===== config.mk =====
export PLATFORM = sky130hd
export DESIGN_NAME = fir_filter_fixed_taps_core_flat
export DESIGN_NICKNAME = d
export VERILOG_FILES = /design/src/rtl/fftc_pkg.sv /design/src/rtl/fftc_if.sv /design/src/rtl/fftc_ram.sv /design/src/rtl/fftc_mac.sv /design/src/rtl/fftc_ctrl.sv /design/src/rtl/fir_filter_fixed_taps_core.sv /design/src/flat_wrapper.sv
export SDC_FILE = /design/constraint.sdc
export NUM_CORES = 2
export LEC_CHECK = 0
export BUFFER_PORTS_ARGS = -buffer_cell sky130_fd_sc_hd__buf_2
export CAP_MARGIN = 40
export CORE_MARGIN = 2
export CORE_UTILIZATION = 37
export CTS_BUF_LIST = sky130_fd_sc_hd__clkbuf_8
export DETAILED_ROUTE_END_ITERATION = 10
export SLEW_MARGIN = 20
export SYNTH_ARGS = -nofsm -noshare
export SYNTH_HDL_FRONTEND = slang
export SYNTH_SLANG_ARGS = --single-unit

===== constraint.sdc =====
create_clock -name clk -period 9.7 [get_ports clk]
set_clock_uncertainty 0.15 [all_clocks]
set_input_delay 1.94 -clock clk [delete_from_list [all_inputs] [get_ports clk]]
set_output_delay 1.94 -clock clk [all_outputs]
set_load 0.02 [all_outputs]

===== src/rtl/fftc_pkg.sv =====
// Shared constants, coefficient table, helper functions and types of the FIR filter.
package fftc_pkg;

	localparam int TAPS         = 100;
	localparam int MAX_TAPS     = 100;
	localparam int SAMPLE_WIDTH = 32;
	localparam int DW           = 32;
	localparam int AW           = (TAPS > 1) ? $clog2(TAPS) : 1;
	localparam int CFW          = 8;
	localparam int CIW          = $clog2(MAX_TAPS);
	localparam int SX_SHIFT     = DW - SAMPLE_WIDTH;

	localparam logic [AW-1:0] LAST_TAP = AW'(TAPS - 1);

	// Fixed coefficients, position 0 weights the newest sample
	localparam logic signed [CFW-1:0] COEF_TABLE [MAX_TAPS] = '{
		8'sd13, -8'sd2, 8'sd9, 8'sd11, 8'sd26, 8'sd18, 8'sd95, -8'sd43, 8'sd6, 8'sd74,
		8'sd13, -8'sd2, 8'sd9, 8'sd11, 8'sd26, 8'sd18, 8'sd95, -8'sd43, 8'sd6, 8'sd74,
		8'sd26, 8'sd18, 8'sd95, -8'sd43, 8'sd6,
		8'sd13, -8'sd2, 8'sd9, 8'sd11, 8'sd26, 8'sd18, 8'sd95, -8'sd43, 8'sd6, 8'sd74,
		8'sd13, -8'sd2, 8'sd9, 8'sd11, 8'sd26, 8'sd18, 8'sd95, -8'sd43, 8'sd6, 8'sd74,
		8'sd26, 8'sd18, 8'sd95, -8'sd43, 8'sd6,
		8'sd13, -8'sd2, 8'sd9, 8'sd11, 8'sd26, 8'sd18, 8'sd95, -8'sd43, 8'sd6, 8'sd74,
		8'sd13, -8'sd2, 8'sd9, 8'sd11, 8'sd26, 8'sd18, 8'sd95, -8'sd43, 8'sd6, 8'sd74,
		8'sd26, 8'sd18, 8'sd95, -8'sd43, 8'sd6,
		8'sd13, -8'sd2, 8'sd9, 8'sd11, 8'sd26, 8'sd18, 8'sd95, -8'sd43, 8'sd6, 8'sd74,
		8'sd13, -8'sd2, 8'sd9, 8'sd11, 8'sd26, 8'sd18, 8'sd95, -8'sd43, 8'sd6, 8'sd74,
		8'sd26, 8'sd18, 8'sd95, -8'sd43, 8'sd6
	};

	typedef enum logic [1:0] {
		ST_CLEAR,
		ST_IDLE,
		ST_RUN,
		ST_DRAIN
	} state_t;

	// One read issued towards the MAC pipeline
	typedef struct packed {
		logic          vld;
		logic          first;
		logic          last;
		logic [AW-1:0] tap;
	} tap_ctl_t;

	// Coefficient sign-extended to the data width
	function automatic logic [DW-1:0] coef_at(input logic [AW-1:0] tap);
		logic [CIW-1:0] idx;
		logic [CFW-1:0] c;
		idx = CIW'(tap);
		c   = COEF_TABLE[idx];
		return {{(DW-CFW){c[CFW-1]}}, c};
	endfunction

	// Keep the low SAMPLE_WIDTH bits and sign-extend them
	function automatic logic [DW-1:0] widen(input logic [DW-1:0] raw);
		logic [DW-1:0] t;
		t = raw << SX_SHIFT;
		return DW'($signed(t) >>> SX_SHIFT);
	endfunction

endpackage


===== src/rtl/fftc_if.sv =====
// Valid/ready stream interfaces for the sample and result channels.
interface fftc_sample_if;
	logic               valid;
	logic               ready;
	logic signed [31:0] sample;

	modport source (output valid, output sample, input ready);
	modport sink   (input valid, input sample, output ready);
endinterface

interface fftc_filtered_if;
	logic               valid;
	logic               ready;
	logic signed [31:0] filtered;

	modport source (output valid, output filtered, input ready);
	modport sink   (input valid, input filtered, output ready);
endinterface


===== src/rtl/fftc_ram.sv =====
// Generic single-write, single-read RAM with registered read data.
module fftc_ram #(
	parameter int WIDTH = 32,
	parameter int DEPTH = 100,
	parameter int ABITS = (DEPTH > 1) ? $clog2(DEPTH) : 1
) (
	input  logic             clk,
	input  logic             we,
	input  logic [ABITS-1:0] waddr,
	input  logic [WIDTH-1:0] wdata,
	input  logic [ABITS-1:0] raddr,
	output logic [WIDTH-1:0] rdata
);

	logic [WIDTH-1:0] mem_q [DEPTH];
	logic [WIDTH-1:0] rdata_q;

	// write port
	always_ff @(posedge clk) begin
		if (we) begin
			mem_q[waddr] <= wdata;
		end
	end

	// registered read port
	always_ff @(posedge clk) begin
		rdata_q <= mem_q[raddr];
	end

	assign rdata = rdata_q;

endmodule


===== src/rtl/fftc_mac.sv =====
// Multiply-accumulate pipeline over the delay-line read stream.
module fftc_mac (
	input  logic                      clk,
	input  logic                      arst_n,
	input  fftc_pkg::tap_ctl_t        ctl,
	input  logic [fftc_pkg::DW-1:0]   rdata,
	input  logic                      res_taken,
	output logic                      res_vld,
	output logic [fftc_pkg::DW-1:0]   res
);
	import fftc_pkg::*;

	tap_ctl_t      ctl_s1;
	tap_ctl_t      ctl_s2;
	logic [DW-1:0] prod_s2;
	logic [DW-1:0] acc_q;
	logic          res_vld_q;

	// s1: flags line up with the RAM read data
	always_ff @(posedge clk or negedge arst_n) begin
		if (!arst_n) begin
			ctl_s1 <= '0;
			ctl_s2 <= '0;
		end else begin
			ctl_s1 <= ctl;
			ctl_s2 <= ctl_s1;
		end
	end

	// s2: wrapped product, low word only
	always_ff @(posedge clk) begin
		prod_s2 <= rdata * coef_at(ctl_s1.tap);
	end

	// accumulate; the first tap restarts the sum
	always_ff @(posedge clk) begin
		if (ctl_s2.vld) begin
			acc_q <= ctl_s2.first ? prod_s2 : acc_q + prod_s2;
		end
	end

	// result pending until moved into the output register
	always_ff @(posedge clk or negedge arst_n) begin
		if (!arst_n) begin
			res_vld_q <= 1'b0;
		end else if (ctl_s2.vld && ctl_s2.last) begin
			res_vld_q <= 1'b1;
		end else if (res_taken) begin
			res_vld_q <= 1'b0;
		end
	end

	assign res_vld = res_vld_q;
	assign res     = acc_q;

endmodule


===== src/rtl/fftc_ctrl.sv =====
// Sequencer: clearing pass, circular delay-line write and tap read sweep.
module fftc_ctrl (
	input  logic                      clk,
	input  logic                      arst_n,
	input  logic                      in_valid,
	input  logic [fftc_pkg::DW-1:0]   in_sample,
	output logic                      in_ready,
	input  logic                      res_vld,
	input  logic                      res_taken,
	output logic                      ram_we,
	output logic [fftc_pkg::AW-1:0]   ram_waddr,
	output logic [fftc_pkg::DW-1:0]   ram_wdata,
	output logic [fftc_pkg::AW-1:0]   ram_raddr,
	output fftc_pkg::tap_ctl_t        ctl
);
	import fftc_pkg::*;

	state_t        state_q, state_d;
	logic [AW-1:0] k_q, k_d;
	logic [AW-1:0] hd_q, hd_d;
	logic [AW-1:0] ptr_q, ptr_d;
	logic [AW-1:0] new_hd;

	// newest sample goes one place below the current head
	assign new_hd = (hd_q == '0) ? LAST_TAP : hd_q - AW'(1);

	// state and counters
	always_ff @(posedge clk or negedge arst_n) begin
		if (!arst_n) begin
			state_q <= ST_CLEAR;
			k_q     <= '0;
			hd_q    <= '0;
			ptr_q   <= '0;
		end else begin
			state_q <= state_d;
			k_q     <= k_d;
			hd_q    <= hd_d;
			ptr_q   <= ptr_d;
		end
	end

	// next state and outputs
	always_comb begin
		state_d   = state_q;
		k_d       = k_q;
		hd_d      = hd_q;
		ptr_d     = ptr_q;
		in_ready  = 1'b0;
		ram_we    = 1'b0;
		ram_waddr = k_q;
		ram_wdata = '0;
		ram_raddr = ptr_q;
		ctl       = '0;
		unique case (state_q)
			ST_CLEAR: begin
				ram_we = 1'b1;
				if (k_q == LAST_TAP) begin
					k_d     = '0;
					state_d = ST_IDLE;
				end else begin
					k_d = k_q + AW'(1);
				end
			end
			ST_IDLE: begin
				in_ready  = 1'b1;
				ram_waddr = new_hd;
				ram_wdata = widen(in_sample);
				if (in_valid) begin
					ram_we  = 1'b1;
					hd_d    = new_hd;
					ptr_d   = new_hd;
					k_d     = '0;
					state_d = ST_RUN;
				end
			end
			ST_RUN: begin
				ctl.vld   = 1'b1;
				ctl.first = (k_q == '0);
				ctl.last  = (k_q == LAST_TAP);
				ctl.tap   = k_q;
				ptr_d     = (ptr_q == LAST_TAP) ? '0 : ptr_q + AW'(1);
				if (k_q == LAST_TAP) begin
					k_d     = '0;
					state_d = ST_DRAIN;
				end else begin
					k_d = k_q + AW'(1);
				end
			end
			ST_DRAIN: begin
				if (res_vld && res_taken) begin
					state_d = ST_IDLE;
				end
			end
			default: begin
				state_d = ST_CLEAR;
			end
		endcase
	end

endmodule


===== src/rtl/fir_filter_fixed_taps_core.sv =====
// Top level of the 100-tap fixed-coefficient FIR filter.
// A taken sample is written into the delay-line RAM; its taps then pass the registered
// RAM read, product register and accumulator into the output register. The single
// shared multiply-accumulate sweeps the RAM one tap per cycle, and no new sample is
// taken until the result has entered the output register. Reset: asynchronous, active
// low; then a clearing pass zeroes the delay line, taking no sample until it ends.
module fir_filter_fixed_taps_core (
	input  logic                    clk,
	input  logic                    arst_n,
	fftc_sample_if.sink             sample_ch,
	fftc_filtered_if.source         filtered_ch
);
	import fftc_pkg::*;

	logic          ram_we;
	logic [AW-1:0] ram_waddr;
	logic [DW-1:0] ram_wdata;
	logic [AW-1:0] ram_raddr;
	logic [DW-1:0] ram_rdata;
	tap_ctl_t      ctl;
	logic          res_vld;
	logic [DW-1:0] res;
	logic          res_taken;
	logic          out_vld_q;
	logic [DW-1:0] filtered_q;

	fftc_ctrl u_ctrl (
		.clk       (clk),
		.arst_n    (arst_n),
		.in_valid  (sample_ch.valid),
		.in_sample (DW'(sample_ch.sample)),
		.in_ready  (sample_ch.ready),
		.res_vld   (res_vld),
		.res_taken (res_taken),
		.ram_we    (ram_we),
		.ram_waddr (ram_waddr),
		.ram_wdata (ram_wdata),
		.ram_raddr (ram_raddr),
		.ctl       (ctl)
	);

	fftc_ram #(
		.WIDTH (DW),
		.DEPTH (TAPS),
		.ABITS (AW)
	) u_delay_ram (
		.clk   (clk),
		.we    (ram_we),
		.waddr (ram_waddr),
		.wdata (ram_wdata),
		.raddr (ram_raddr),
		.rdata (ram_rdata)
	);

	fftc_mac u_mac (
		.clk       (clk),
		.arst_n    (arst_n),
		.ctl       (ctl),
		.rdata     (ram_rdata),
		.res_taken (res_taken),
		.res_vld   (res_vld),
		.res       (res)
	);

	// output register: loads when empty or being emptied by a transfer
	assign res_taken = res_vld && (!out_vld_q || filtered_ch.ready);

	always_ff @(posedge clk or negedge arst_n) begin
		if (!arst_n) begin
			out_vld_q <= 1'b0;
		end else if (res_taken) begin
			out_vld_q <= 1'b1;
		end else if (filtered_ch.ready) begin
			out_vld_q <= 1'b0;
		end
	end

	always_ff @(posedge clk) begin
		if (res_taken) begin
			filtered_q <= res;
		end
	end

	assign filtered_ch.valid    = out_vld_q;
	assign filtered_ch.filtered = $signed(filtered_q);

endmodule

===== src/flat_wrapper.sv =====
// flat-port wrapper written by rule: the top's interface ports become plain ports
module fir_filter_fixed_taps_core_flat import fftc_pkg::*;
  (clk, arst_n, sample_ch_valid, sample_ch_sample, sample_ch_ready, filtered_ch_valid, filtered_ch_filtered, filtered_ch_ready);
  fftc_sample_if sample_ch_i ();
  fftc_filtered_if filtered_ch_i ();
  input  logic clk;
  input  logic arst_n;
  input wire logic [$bits(sample_ch_i.valid)-1:0] sample_ch_valid;
  input wire logic [$bits(sample_ch_i.sample)-1:0] sample_ch_sample;
  output wire logic [$bits(sample_ch_i.ready)-1:0] sample_ch_ready;
  output wire logic [$bits(filtered_ch_i.valid)-1:0] filtered_ch_valid;
  output wire logic [$bits(filtered_ch_i.filtered)-1:0] filtered_ch_filtered;
  input wire logic [$bits(filtered_ch_i.ready)-1:0] filtered_ch_ready;
  assign sample_ch_i.valid = sample_ch_valid;
  assign sample_ch_i.sample = sample_ch_sample;
  assign sample_ch_ready = sample_ch_i.ready;
  assign filtered_ch_valid = filtered_ch_i.valid;
  assign filtered_ch_filtered = filtered_ch_i.filtered;
  assign filtered_ch_i.ready = filtered_ch_ready;
  fir_filter_fixed_taps_core u_core (.clk(clk), .arst_n(arst_n), .sample_ch(sample_ch_i), .filtered_ch(filtered_ch_i));
endmodule

==> metrics.cfg <==
[status]
outcome = finished, final reports clean

[routing]
drc = 0
drt_iter0_drc = 7603
wirelength_mm = 354
vias = 66922
ant_nets = 0
via_per_inst = 5.45
first_pass_iters = 8
wl_per_cell_um = 28.8

[pwr]
p_per_area_nw_per_um2 = 173
leakagePower_nw = 40.4
ir_drop_mv = 0.125

[critical_path]
crit_family = adder cells
crit_path_start_kind = flop
crit_arrival_ns = 9.24
critical_path_peak_fanout = 28
cp_num_buf_inv = 5
cpMostUsedCell = inv_1
path_class = reg2reg
crit_path_top_delay_cell = mux4_2
cp_slowest_stage_delay_ns = 0.79
required_ns = 10.54
endpoint_kind = flop

[floorplanning]
boundaryPins = 70
rows = 223
start_util_pct = 37.2
core_area_um2 = 369000
fp.dieArea_um2 = 377000
fp.dieW_um = 614
die_h_um = 614

[clock_tree]
insertion_delay_ns = 1.17
cts_setup_buffers = 0
cts.clk_slew.worst_paths_ns = 0.06
clockRootBuffer = clkbuf_8
cts_htree_levels = 6
cts_buffers = 539
cts_resized = 0
max-clock-path-buffers = 4
cts.sink_count = 3366
cts_tree = built
hold_buffers = 0

[global_routing]
grt_max_degree = 125
use_met3_pct = 2.69
grt_usage_pct = 18.6
busiest_layer = met2
grt_pass1_vias = 69511
overflow = 0
met2_usage_pct = 31.0
antenna_found_initial = 33
use_met1_pct = 24.9
grt_pass1_wl_mm = 501

[synthesis]
ys_seq_area_share_pct = 72.9
yosysTopAreaCell = edfxtp_1
syn_nets = 6731
synth-async-reset-ratio_pct = 1.13
synth_edf_count = 3264
synth-seq-cells = 3366
yosysMostFrequentCell = edfxtp_1
netlist_area_um2 = 138000
synth_cell_types = 76
synthTopCellsByArea = edfxtp_1 71%, mux4_2 17%, fa_1 2.3%
synth_cells = 6418
synth_common_cells = 3264 x edfxtp_1, 1030 x mux4_2, 249 x inv_1
synth_ff_type = edfxtp_1
syn-mean-instance-area_um2 = 21.4
synth_top_area_share_pct = 71.3
yosysWarnings = 0

[sta]
fin_crit_sh_pct = 86.5
fin_crit_ns = 8.39
max_freq_mhz = 119
finalSetupTns_ns = 0
relSlewSlack_pct = 27.1
rsz0062_at_grt = false
hold_viol_final = 0
finalSetupViolCount = 0
holdWs_ns = 0.293
final_max_slew_viol_count = 0
worst_pin_slew_ns = 1.09
post-route-worst-setup-slack_ns = 1.31

[finish]
final_cells = 12286
fin_nets = 7246
area.growth.synth_to_final_pct = 13.2
finalCoreUtilization_pct = 42.2
drive_gt1_share_pct = 29.7

[placement]
placed_cells = 11334
place_ws_ns = 1.42
place_hpwl_mm = 195
portBuffers = 69
gp_congestion = 0.829

[run]
maxCapViolCount = 0

[worst_hold_path]
holdCritPathClass = reg2reg

-- where the power goes --
group          total (mW)  internal (mW)        switching [mW]
Sequential           15.7           15.7  0.000000000000000183
Clock                11.2           5.62                  5.54
Combinational      0.0141        0.00591               0.00817
-- layer usage --
layer,part of all wire (%),wire [µm]
met3,6.6,23500
met5,0.015,54
met4,3.5,12300
met1,41,144000
met2,49,174000
-- path summary, 6_finish.rpt --
path,from,to,slack (ns),cells after the start
max,u_core.u_mac.ctl_s1[1],u_core.u_mac.prod_s2[31],1.31,25
max reg2reg,u_core.u_mac.ctl_s1[1],u_core.u_mac.prod_s2[31],1.31,25
min in group asynchronous,arst_n,u_core.u_ctrl.ram_raddr[3],0.51,1
min reg2reg,u_core.u_mac.ctl_s1[9],u_core.u_mac.ctl_s2[9],0.29,0
max in group asynchronous,arst_n,u_core.u_ctrl.ram_raddr[4],8.40,2
min,u_core.u_mac.ctl_s1[9],u_core.u_mac.ctl_s2[9],0.29,0
-- sequential cells by signal (all words and copies together), names as in the netlist, 10 cells and up --
signal                       flops
u_core.u_mac.prod_s2            32
u_core.u_mac.res                32
u_core.u_mac.ctl_s1             10
u_core.filtered_ch.filtered     32
u_core.u_delay_ram.rdata        32
u_core.u_delay_ram.mem_q      3200
-- cell usage in the layout (no fill, tap or decap), types with 32 or more instances in the layout --
cell type,count
clkinv_2,42
o21ai_1,37
clkinv_1,114
nor2_4,100
nand2_1,156
o21ai_0,80
clkbuf_8,562
and2_4,32
buf_4,167
nor2_1,82
a21oi_1,58
mux2_2,42
edfxtp_1,3264
buf_2,70
nand2b_1,38
dfxtp_1,64
nor2b_1,64
mux4_2,1030
fa_1,158
mux2i_1,45
and2_1,139
inv_1,415
xnor2_1,37
ha_1,118
-- final cells by class --
class                   instances  area (µm²)
clock inverters               372        1930
repair buffers                288        2790
well taps                    4950        6190
flip-flops and latches       3366      100000
clock buffers                 562        7730
inverters                     252         946
diodes                         10        25.0
multi-input cells            2486       35800
fillers                     31870      214000
-- stage by stage --
stage                     total power [mW]  area, µm²
after detailed placement              16.0     146000
after global placement                16.0     145000
after global routing                  27.7     156000
after floorplan                       16.0     138000
after CTS                             27.1     156000
final                                 26.9     156000
-- logic make-up after synthesis --
family / synth area share (%)
DFF: 72.9
xor gates and xnor gates: 0.447
muxes: 17.5
AOI/OAI and AO/OA: 1.46
adders and majority gates: 3.38
buffers and inverters: 1.71
and+or+nand+nor: 2.59
Note: power is estimated with default switching activity, not from simulation.
